[config.mk]
export PLATFORM = sky130hd
export DESIGN_NAME = xorshift64_star_byte_filler_top_flat
export DESIGN_NICKNAME = d
export VERILOG_FILES = /design/src/hw/rtl/xsbf_pkg.sv /design/src/hw/rtl/xsbf_in_if.sv /design/src/hw/rtl/xsbf_out_if.sv /design/src/hw/rtl/xorshift64_star_byte_filler_top.sv /design/src/hw/rtl/xsbf_mul.sv /design/src/hw/rtl/xsbf_ctrl.sv /design/src/flat_wrapper.sv
export SDC_FILE = /design/constraint.sdc
export NUM_CORES = 2
export LEC_CHECK = 0
export ABC_AREA = 1
export BUFFER_PORTS_ARGS = -buffer_cell sky130_fd_sc_hd__buf_2
export CORE_MARGIN = 4
export CORE_UTILIZATION = 55
export CTS_CLUSTER_DIAMETER = 40
export DETAILED_ROUTE_END_ITERATION = 16
export PLACE_DENSITY_LB_ADDON = 0.12
export SKIP_CTS_REPAIR_TIMING = 1
export SYNTH_ARGS = -nofsm -noshare
export SYNTH_HDL_FRONTEND = slang
export SYNTH_SLANG_ARGS = --single-unit
[constraint.sdc]
create_clock -name clk -period 11.1 [get_ports clk]
set_clock_uncertainty 0.1 [all_clocks]
set_input_delay 1.665 -clock clk [delete_from_list [all_inputs] [get_ports clk]]
set_output_delay 1.665 -clock clk [all_outputs]
set_load 0.1 [all_outputs]
[src/hw/rtl/xsbf_pkg.sv]
// shared types and constants of the xorshift64* byte filler
package xsbf_pkg;

  localparam int unsigned STATE_W = 64;
  localparam int unsigned WORD_W  = 32;
  localparam int unsigned LEN_W   = 9;
  localparam int unsigned VB_W    = 3;
  localparam int unsigned CLAMP_W = 13;

  localparam logic [STATE_W-1:0] GOLDEN_SEED = 64'h9E37_79B9_7F4A_7C15;
  localparam logic [WORD_W-1:0]  MULT_LO     = 32'h4F6C_DD1D;
  localparam logic [WORD_W-1:0]  MULT_HI     = 32'h2545_F491;

  localparam int unsigned SHIFT_A = 12;
  localparam int unsigned SHIFT_B = 25;
  localparam int unsigned SHIFT_C = 27;

  localparam logic CMD_FILL = 1'b0;
  localparam logic CMD_SEED = 1'b1;

  localparam logic [VB_W-1:0] VB_FULL = 3'd4;

  typedef logic [STATE_W-1:0] state_word_t;

  typedef struct packed {
    logic [WORD_W-1:0] word;
    logic [VB_W-1:0]   vbytes;
    logic              last;
  } res_t;

endpackage

[src/hw/rtl/xsbf_in_if.sv]
// request channel: fill or seed-load items
interface xsbf_in_if;
  logic                          valid;
  logic                          ready;
  logic                          command;
  logic [xsbf_pkg::LEN_W-1:0]    byte_length;
  logic [xsbf_pkg::STATE_W-1:0]  seed_value;

  modport source (output valid, command, byte_length, seed_value, input ready);
  modport sink   (input valid, command, byte_length, seed_value, output ready);
endinterface

[src/hw/rtl/xsbf_out_if.sv]
// result channel: random words with byte count and last flag
interface xsbf_out_if;
  logic                         valid;
  logic                         ready;
  logic [xsbf_pkg::WORD_W-1:0]  random_word;
  logic [xsbf_pkg::VB_W-1:0]    valid_bytes;
  logic                         last_word;

  modport source (output valid, random_word, valid_bytes, last_word, input ready);
  modport sink   (input valid, random_word, valid_bytes, last_word, output ready);
endinterface

[src/hw/rtl/xorshift64_star_byte_filler_top.sv]
// top level of the xorshift64* byte filler
//
//   channel   dir   handshake            payload
//   in_if     in    valid / ready        command, byte_length, seed_value
//   out_if    out   valid / ready        random_word, valid_bytes, last_word
//
// a seed load is taken in the idle state; a fill of n bytes yields ceil(n / 4) words
// each word takes an xorshift step, three passes through the single 32x32
// multiplier, an accumulate and a hand-off
// rst_n is synchronous; the generator state resets to zero
// a stalled output holds the sequencer in its hand-off cycle; in_if.ready is low
// while a fill is running
module xorshift64_star_byte_filler_top #(
  parameter int unsigned MAX_REQUEST_BYTES = 256
) (
  input  logic        clk,
  input  logic        rst_n,
  xsbf_in_if.sink     in_if,
  xsbf_out_if.source  out_if
);
  import xsbf_pkg::*;

  logic [WORD_W-1:0]   mul_a, mul_b;
  logic [2*WORD_W-1:0] mul_prod;
  logic                res_push, res_rdy;
  res_t                res;

  logic                out_valid_r;
  res_t                out_res_r;

  xsbf_mul u_mul (
    .clk    (clk),
    .op_a   (mul_a),
    .op_b   (mul_b),
    .prod_r (mul_prod)
  );

  xsbf_ctrl #(
    .MAX_REQUEST_BYTES (MAX_REQUEST_BYTES)
  ) u_ctrl (
    .clk      (clk),
    .rst_n    (rst_n),
    .in_if    (in_if),
    .mul_a    (mul_a),
    .mul_b    (mul_b),
    .mul_prod (mul_prod),
    .res_push (res_push),
    .res      (res),
    .res_rdy  (res_rdy)
  );

  // output register takes a new item when empty or being drained
  assign res_rdy = !out_valid_r || out_if.ready;

  always_ff @(posedge clk) begin
    if (!rst_n) begin
      out_valid_r <= 1'b0;
    end else if (res_push) begin
      out_valid_r <= 1'b1;
    end else if (out_if.ready) begin
      out_valid_r <= 1'b0;
    end
    if (res_push) begin
      out_res_r <= res;
    end
  end

  assign out_if.valid       = out_valid_r;
  assign out_if.random_word = out_res_r.word;
  assign out_if.valid_bytes = out_res_r.vbytes;
  assign out_if.last_word   = out_res_r.last;

endmodule

[src/hw/rtl/xsbf_mul.sv]
// shared 32x32 multiplier with registered product
module xsbf_mul (
  input  logic                                clk,
  input  logic [xsbf_pkg::WORD_W-1:0]         op_a,
  input  logic [xsbf_pkg::WORD_W-1:0]         op_b,
  output logic [2*xsbf_pkg::WORD_W-1:0]       prod_r
);
  import xsbf_pkg::*;

  always_ff @(posedge clk) begin
    prod_r <= op_a * op_b;
  end

endmodule

[src/hw/rtl/xsbf_ctrl.sv]
// sequencer: generator state, xorshift step and partial-product accumulation
module xsbf_ctrl #(
  parameter int unsigned MAX_REQUEST_BYTES = 256
) (
  input  logic                           clk,
  input  logic                           rst_n,
  xsbf_in_if.sink                        in_if,
  output logic [xsbf_pkg::WORD_W-1:0]    mul_a,
  output logic [xsbf_pkg::WORD_W-1:0]    mul_b,
  input  logic [2*xsbf_pkg::WORD_W-1:0]  mul_prod,
  output logic                           res_push,
  output xsbf_pkg::res_t                 res,
  input  logic                           res_rdy
);
  import xsbf_pkg::*;

  localparam int unsigned LEN_MAX = (1 << LEN_W) - 1;
  localparam int unsigned CAP = (MAX_REQUEST_BYTES < LEN_MAX) ? MAX_REQUEST_BYTES : LEN_MAX;
  localparam int unsigned LW  = $clog2(CAP + 1);

  typedef enum logic [2:0] {
    S_IDLE, S_SHIFT, S_MUL0, S_MUL1, S_MUL2, S_ACC, S_EMIT
  } state_t;

  state_t            state_r, state_nxt;
  state_word_t       gen_r, gen_nxt;
  logic [LW-1:0]     rem_r, rem_nxt;
  logic [WORD_W-1:0] acc_r, acc_nxt;

  logic              in_acc;
  logic [CLAMP_W-1:0] len_ext, len_clamp;
  state_word_t       xs0, xs1, xs2, xs3;
  logic [VB_W-1:0]   vb;
  logic [WORD_W-1:0] word_masked;

  assign in_if.ready = (state_r == S_IDLE);
  assign in_acc      = in_if.valid && in_if.ready;

  assign len_ext   = {{(CLAMP_W-LEN_W){1'b0}}, in_if.byte_length};
  assign len_clamp = (len_ext > CLAMP_W'(MAX_REQUEST_BYTES)) ? CLAMP_W'(MAX_REQUEST_BYTES)
                                                             : len_ext;

  // zero state is swapped for the golden seed before stepping
  assign xs0 = (gen_r == '0) ? GOLDEN_SEED : gen_r;
  assign xs1 = xs0 ^ (xs0 >> SHIFT_A);
  assign xs2 = xs1 ^ (xs1 << SHIFT_B);
  assign xs3 = xs2 ^ (xs2 >> SHIFT_C);

  // high half of the low 64 product bits: lo*lo high + lo*hi low + hi*lo low
  assign mul_a = (state_r == S_MUL2) ? gen_r[STATE_W-1:WORD_W] : gen_r[WORD_W-1:0];
  assign mul_b = (state_r == S_MUL1) ? MULT_HI : MULT_LO;

  assign vb = (rem_r >= LW'(4)) ? VB_FULL : {1'b0, rem_r[1:0]};

  always_comb begin
    case (vb)
      3'd1:    word_masked = {24'd0, acc_r[7:0]};
      3'd2:    word_masked = {16'd0, acc_r[15:0]};
      3'd3:    word_masked = {8'd0, acc_r[23:0]};
      default: word_masked = acc_r;
    endcase
  end

  assign res_push   = (state_r == S_EMIT) && res_rdy;
  assign res.word   = word_masked;
  assign res.vbytes = vb;
  assign res.last   = (rem_r <= LW'(4));

  always_comb begin
    state_nxt = state_r;
    gen_nxt   = gen_r;
    rem_nxt   = rem_r;
    acc_nxt   = acc_r;
    case (state_r)
      S_IDLE: begin
        if (in_acc) begin
          if (in_if.command == CMD_SEED) begin
            gen_nxt = in_if.seed_value;
          end else if (len_clamp != '0) begin
            rem_nxt   = len_clamp[LW-1:0];
            state_nxt = S_SHIFT;
          end
        end
      end
      S_SHIFT: begin
        gen_nxt   = xs3;
        state_nxt = S_MUL0;
      end
      S_MUL0: state_nxt = S_MUL1;
      S_MUL1: begin
        acc_nxt   = mul_prod[2*WORD_W-1:WORD_W];
        state_nxt = S_MUL2;
      end
      S_MUL2: begin
        acc_nxt   = acc_r + mul_prod[WORD_W-1:0];
        state_nxt = S_ACC;
      end
      S_ACC: begin
        acc_nxt   = acc_r + mul_prod[WORD_W-1:0];
        state_nxt = S_EMIT;
      end
      S_EMIT: begin
        if (res_rdy) begin
          rem_nxt   = rem_r - LW'(vb);
          state_nxt = res.last ? S_IDLE : S_SHIFT;
        end
      end
      default: state_nxt = S_IDLE;
    endcase
  end

  always_ff @(posedge clk) begin
    if (!rst_n) begin
      state_r <= S_IDLE;
      gen_r   <= '0;
      rem_r   <= '0;
    end else begin
      state_r <= state_nxt;
      gen_r   <= gen_nxt;
      rem_r   <= rem_nxt;
    end
    acc_r <= acc_nxt;
  end

  a_seed_load: assert property (@(posedge clk) disable iff (!rst_n)
    in_acc && in_if.command == CMD_SEED |=> gen_r == $past(in_if.seed_value))
    else $error("seed load did not reach generator state");

  a_last_idle: assert property (@(posedge clk) disable iff (!rst_n)
    res_push && res.last |=> in_if.ready)
    else $error("block not ready after last word of a fill");

  a_busy_rem: assert property (@(posedge clk) disable iff (!rst_n)
    !in_if.ready |-> rem_r != '0)
    else $error("busy with no bytes left");

  a_partial_mask: assert property (@(posedge clk) disable iff (!rst_n)
    res_push && res.vbytes != VB_FULL |-> res.last && res.word[WORD_W-1:24] == '0)
    else $error("partial word not last or not masked");

endmodule

[src/flat_wrapper.sv]
// flat-port wrapper written by rule: the top's interface ports become plain ports
module xorshift64_star_byte_filler_top_flat import xsbf_pkg::*;
#(
  parameter int unsigned MAX_REQUEST_BYTES = 256
)
  (clk, rst_n, in_if_valid, in_if_command, in_if_byte_length, in_if_seed_value, in_if_ready, out_if_valid, out_if_random_word, out_if_valid_bytes, out_if_last_word, out_if_ready);
  xsbf_in_if in_if_i ();
  xsbf_out_if out_if_i ();
  input  logic clk;
  input  logic rst_n;
  input wire logic [$bits(in_if_i.valid)-1:0] in_if_valid;
  input wire logic [$bits(in_if_i.command)-1:0] in_if_command;
  input wire logic [$bits(in_if_i.byte_length)-1:0] in_if_byte_length;
  input wire logic [$bits(in_if_i.seed_value)-1:0] in_if_seed_value;
  output wire logic [$bits(in_if_i.ready)-1:0] in_if_ready;
  output wire logic [$bits(out_if_i.valid)-1:0] out_if_valid;
  output wire logic [$bits(out_if_i.random_word)-1:0] out_if_random_word;
  output wire logic [$bits(out_if_i.valid_bytes)-1:0] out_if_valid_bytes;
  output wire logic [$bits(out_if_i.last_word)-1:0] out_if_last_word;
  input wire logic [$bits(out_if_i.ready)-1:0] out_if_ready;
  assign in_if_i.valid = in_if_valid;
  assign in_if_i.command = in_if_command;
  assign in_if_i.byte_length = in_if_byte_length;
  assign in_if_i.seed_value = in_if_seed_value;
  assign in_if_ready = in_if_i.ready;
  assign out_if_valid = out_if_i.valid;
  assign out_if_random_word = out_if_i.random_word;
  assign out_if_valid_bytes = out_if_i.valid_bytes;
  assign out_if_last_word = out_if_i.last_word;
  assign out_if_i.ready = out_if_ready;
  xorshift64_star_byte_filler_top #(.MAX_REQUEST_BYTES(MAX_REQUEST_BYTES)) u_core (.clk(clk), .rst_n(rst_n), .in_if(in_if_i), .out_if(out_if_i));
endmodule
==> results.md <==
* Initial cell density of the core at 55.84%
* Final setup fails at 0
* Synthesized flop and latch total at 208
* Gr usage total at 33.27%
* Total wire length at 116500 um
* Crit-path max FO at 64
* R2r worst-path depth at 31
* Nets at between 5000 and 6000
* DRT met1 WL at 50010 um
* Most common flop cell mapped by yosys: dfxtp_1
* Synth top cells by count: inv_1, nand2_1, fa_1
* CTS buffer count at 29
* ANT nets after route at 0
* CP required at 11.50 ns
* Top cell type's share of synthesized area at 32.08%
* Avg WL per Cell at about 21 um
* Global route total overflow at 0
* CP Buf/Inv Count at 11
* Leading area contributor after synthesis: fa_1
* Top Metal Used: met4
* Slew margin rel. at 19.15%
* Synth Cell Area at 0.03613 mm2
* Mean cell area of the mapped netlist at 8.185 um2
* Root buffer cell: clkbuf_16
* Num Clock Sinks at 208
* Area growth, synth to finish at 7.702%
* Register area share after synthesis at 13.41%
* Drt via density at 5.339
* Die area at 0.06985 mm2
* Status: complete, no violations
* Slowest cell on crit path: o21ai_2
* Critical Path Sink Type: flop
* CP Depth at 31
* Core Area at about 0.065 mm2
* Setup crit start kind: flop
* Hold/Removal Path Class: flop to flop
* Highest clock rate at a little over 100 MHz
* Tcrit/Tclk final at between 80 and 90%
* Vias in the first global route at 29565
* Clk slew on worst S/H paths at roughly 0.06 ns
* Synth unique cells at 50
* Via count at 29160
* Final GP Congestion at just over 1
* Hold Path Depth at 0
* Share of layout cells above drive strength 1 at under 10%
* Fin crit period at 9.700 ns
* Total negative slack at 0 ns
* Die Wd at 264.3 um
* Post-synth EDFFs at 68
* Core Rows at 93
* Max_cap viols at 0
* First-pass GRT wire length at 176400 um
* Met2 Wirelength at 52360 um
* Ys async rst share at 0%
* Drt drc at 0
* Most common cell on crit path: inv_1
* Cell count after synthesis at 4414
* Starting DRC count in detailed routing at between 2000 and 3000
* Routed met3 length at 9558 um
* Yosys Warn Count at 0
* Slew Viols, Final at 0
* H-Tree Depth at 1
* Largest delay share family, worst path: adder cells
* Final hold violation count at 0
* Clock Tree Buf Depth at 3
* Most common cell in the netlist: inv_1
* DR pass1 iterations at 5
* Slowest Stage Delay on Critical Path at between 0.8 and 0.9 ns
* Worst Tran Pin Value at 1.213 ns
* RSZ-0062 raised after global routing: no
* Largest net degree at the start of global routing at 67
* Critical Path AT at just over 10 ns
* Worst-Skew Late Latency at roughly 0.58 ns
* Setup CP Type: flop to flop
* Chip Height at 264.3 um
* Ports at 116
* TritonCTS clock tree: done
* Dpl hpwl at 101800 um
* Initial antenna violation count at 1
* Top cells by area, synth: fa_1, ha_1, inv_1, dfxtp_1, nand2_1
* I/O Buffers at 115
## cell families (layout without fill, tap and decap cells)
group           count (synthesis)  in the layout  share of synthesized area (%)
other cells                     2             60                        0.02079
compound gates                495            495                          8.028
simple gates                 1327           1327                          15.24
xor+xnor                      156            156                          3.782
buf+inv                      1229           1364                          12.96
fa+ha+maj                     997            997                          46.56
flops                         208            208                          13.41
## layout by cell type (no fill, tap or decap), types with 6 or more instances in the layout
cell type     n
a21o_1       12
o21ai_1       8
clkbuf_16    29
fa_1        579
nor2_2       19
nor2_1      343
dfxtp_1     140
o211ai_1     16
a21oi_1     201
nand4_1      21
xor2_1       99
o21ai_2      27
buf_4        27
ha_1        418
edfxtp_1     68
nand3b_1     15
or2_2        19
conb_1       59
buf_2       115
a221oi_1      8
nor3_1       23
xnor2_1      57
a31oi_1      14
nand3_1     158
inv_1      1135
o21a_1       25
nand2_1     711
inv_8         6
nor2_4        8
o21bai_1     24
inv_2        32
o21ai_0     136
a21boi_0      8
## path summary, 6_finish.rpt
kind | from | endpoint | slack, ns
worst max-delay path | u_core.u_ctrl.state_r[0] | u_core.u_mul.prod_r[52] | 1.40
worst min-delay path | u_core.u_ctrl.acc_r[7] | u_core.out_if.random_word[7] | 0.37
worst max register to register | u_core.u_ctrl.state_r[0] | u_core.u_mul.prod_r[52] | 1.40
worst min register to register | u_core.u_ctrl.acc_r[7] | u_core.out_if.random_word[7] | 0.37
## state kept, by name (all words and copies together), names as in the netlist
| name | flops |
|---|---|
| u_core.out_if.last_word | 1 |
| u_core.out_if.random_word | 32 |
| u_core.out_if.valid | 1 |
| u_core.out_if.valid_bytes | 3 |
| u_core.u_ctrl.acc_r | 32 |
| u_core.u_ctrl.gen_r | 64 |
| u_core.u_ctrl.rem_r | 9 |
| u_core.u_ctrl.state_r | 3 |
| u_core.u_mul.prod_r | 63 |
## per-stage QoR
step | worst slack [ns] | area (um2) | hold WS [ns] | utilization (%) | cells
after floorplan | 3.322 | 36340 | 0.3334 | - | 4471
after global placement | 1.538 | 37910 | 0.3440 | 58.60 | 5407
after detailed placement | 1.552 | 37910 | 0.3474 | 58.60 | 5407
after CTS | 1.562 | 38910 | 0.3673 | 60.14 | 5461
after global routing | 1.017 | 38910 | 0.3835 | 60.14 | 5461
final | 1.400 | 38910 | 0.3669 | 60.14 | 5462
## metal layers
metal	vias to the layer above	track usage, %
met5	-	0
met4	0	10.57
met3	202	5.746
met2	1148	52.62
met1	14098	47.05
li1	13712	-
## worst reg2reg max path, delay by kind of cell, from the launching register on
family | cells | cell delay, ns
AOI/OAI and AO/OA | 2 | 1.28
xor gates and xnor gates | 1 | 0.18
adders and majority gates | 9 | 4.30
buffers and inverters | 11 | 1.18
DFF | 1 | 0.36
and+or+nand+nor | 8 | 2.20
## cell type report
cell class / count / area (um2)
Multi-Input combinational cell: 3034 / 26840
Fill cell: 6126 / 25790
Antenna cell: 1 / 2.502
Clock inverter: 19 / 237.7
Tap cell: 855 / 1070
Sequential cell: 208 / 4845
Inverter: 1168 / 4384
Timing Repair Buffer: 142 / 778.2
Clock buffer: 35 / 758.2
Power is not shown: default switching activity piles up to over one toggle a cycle in this logic, so the estimate is an artifact.
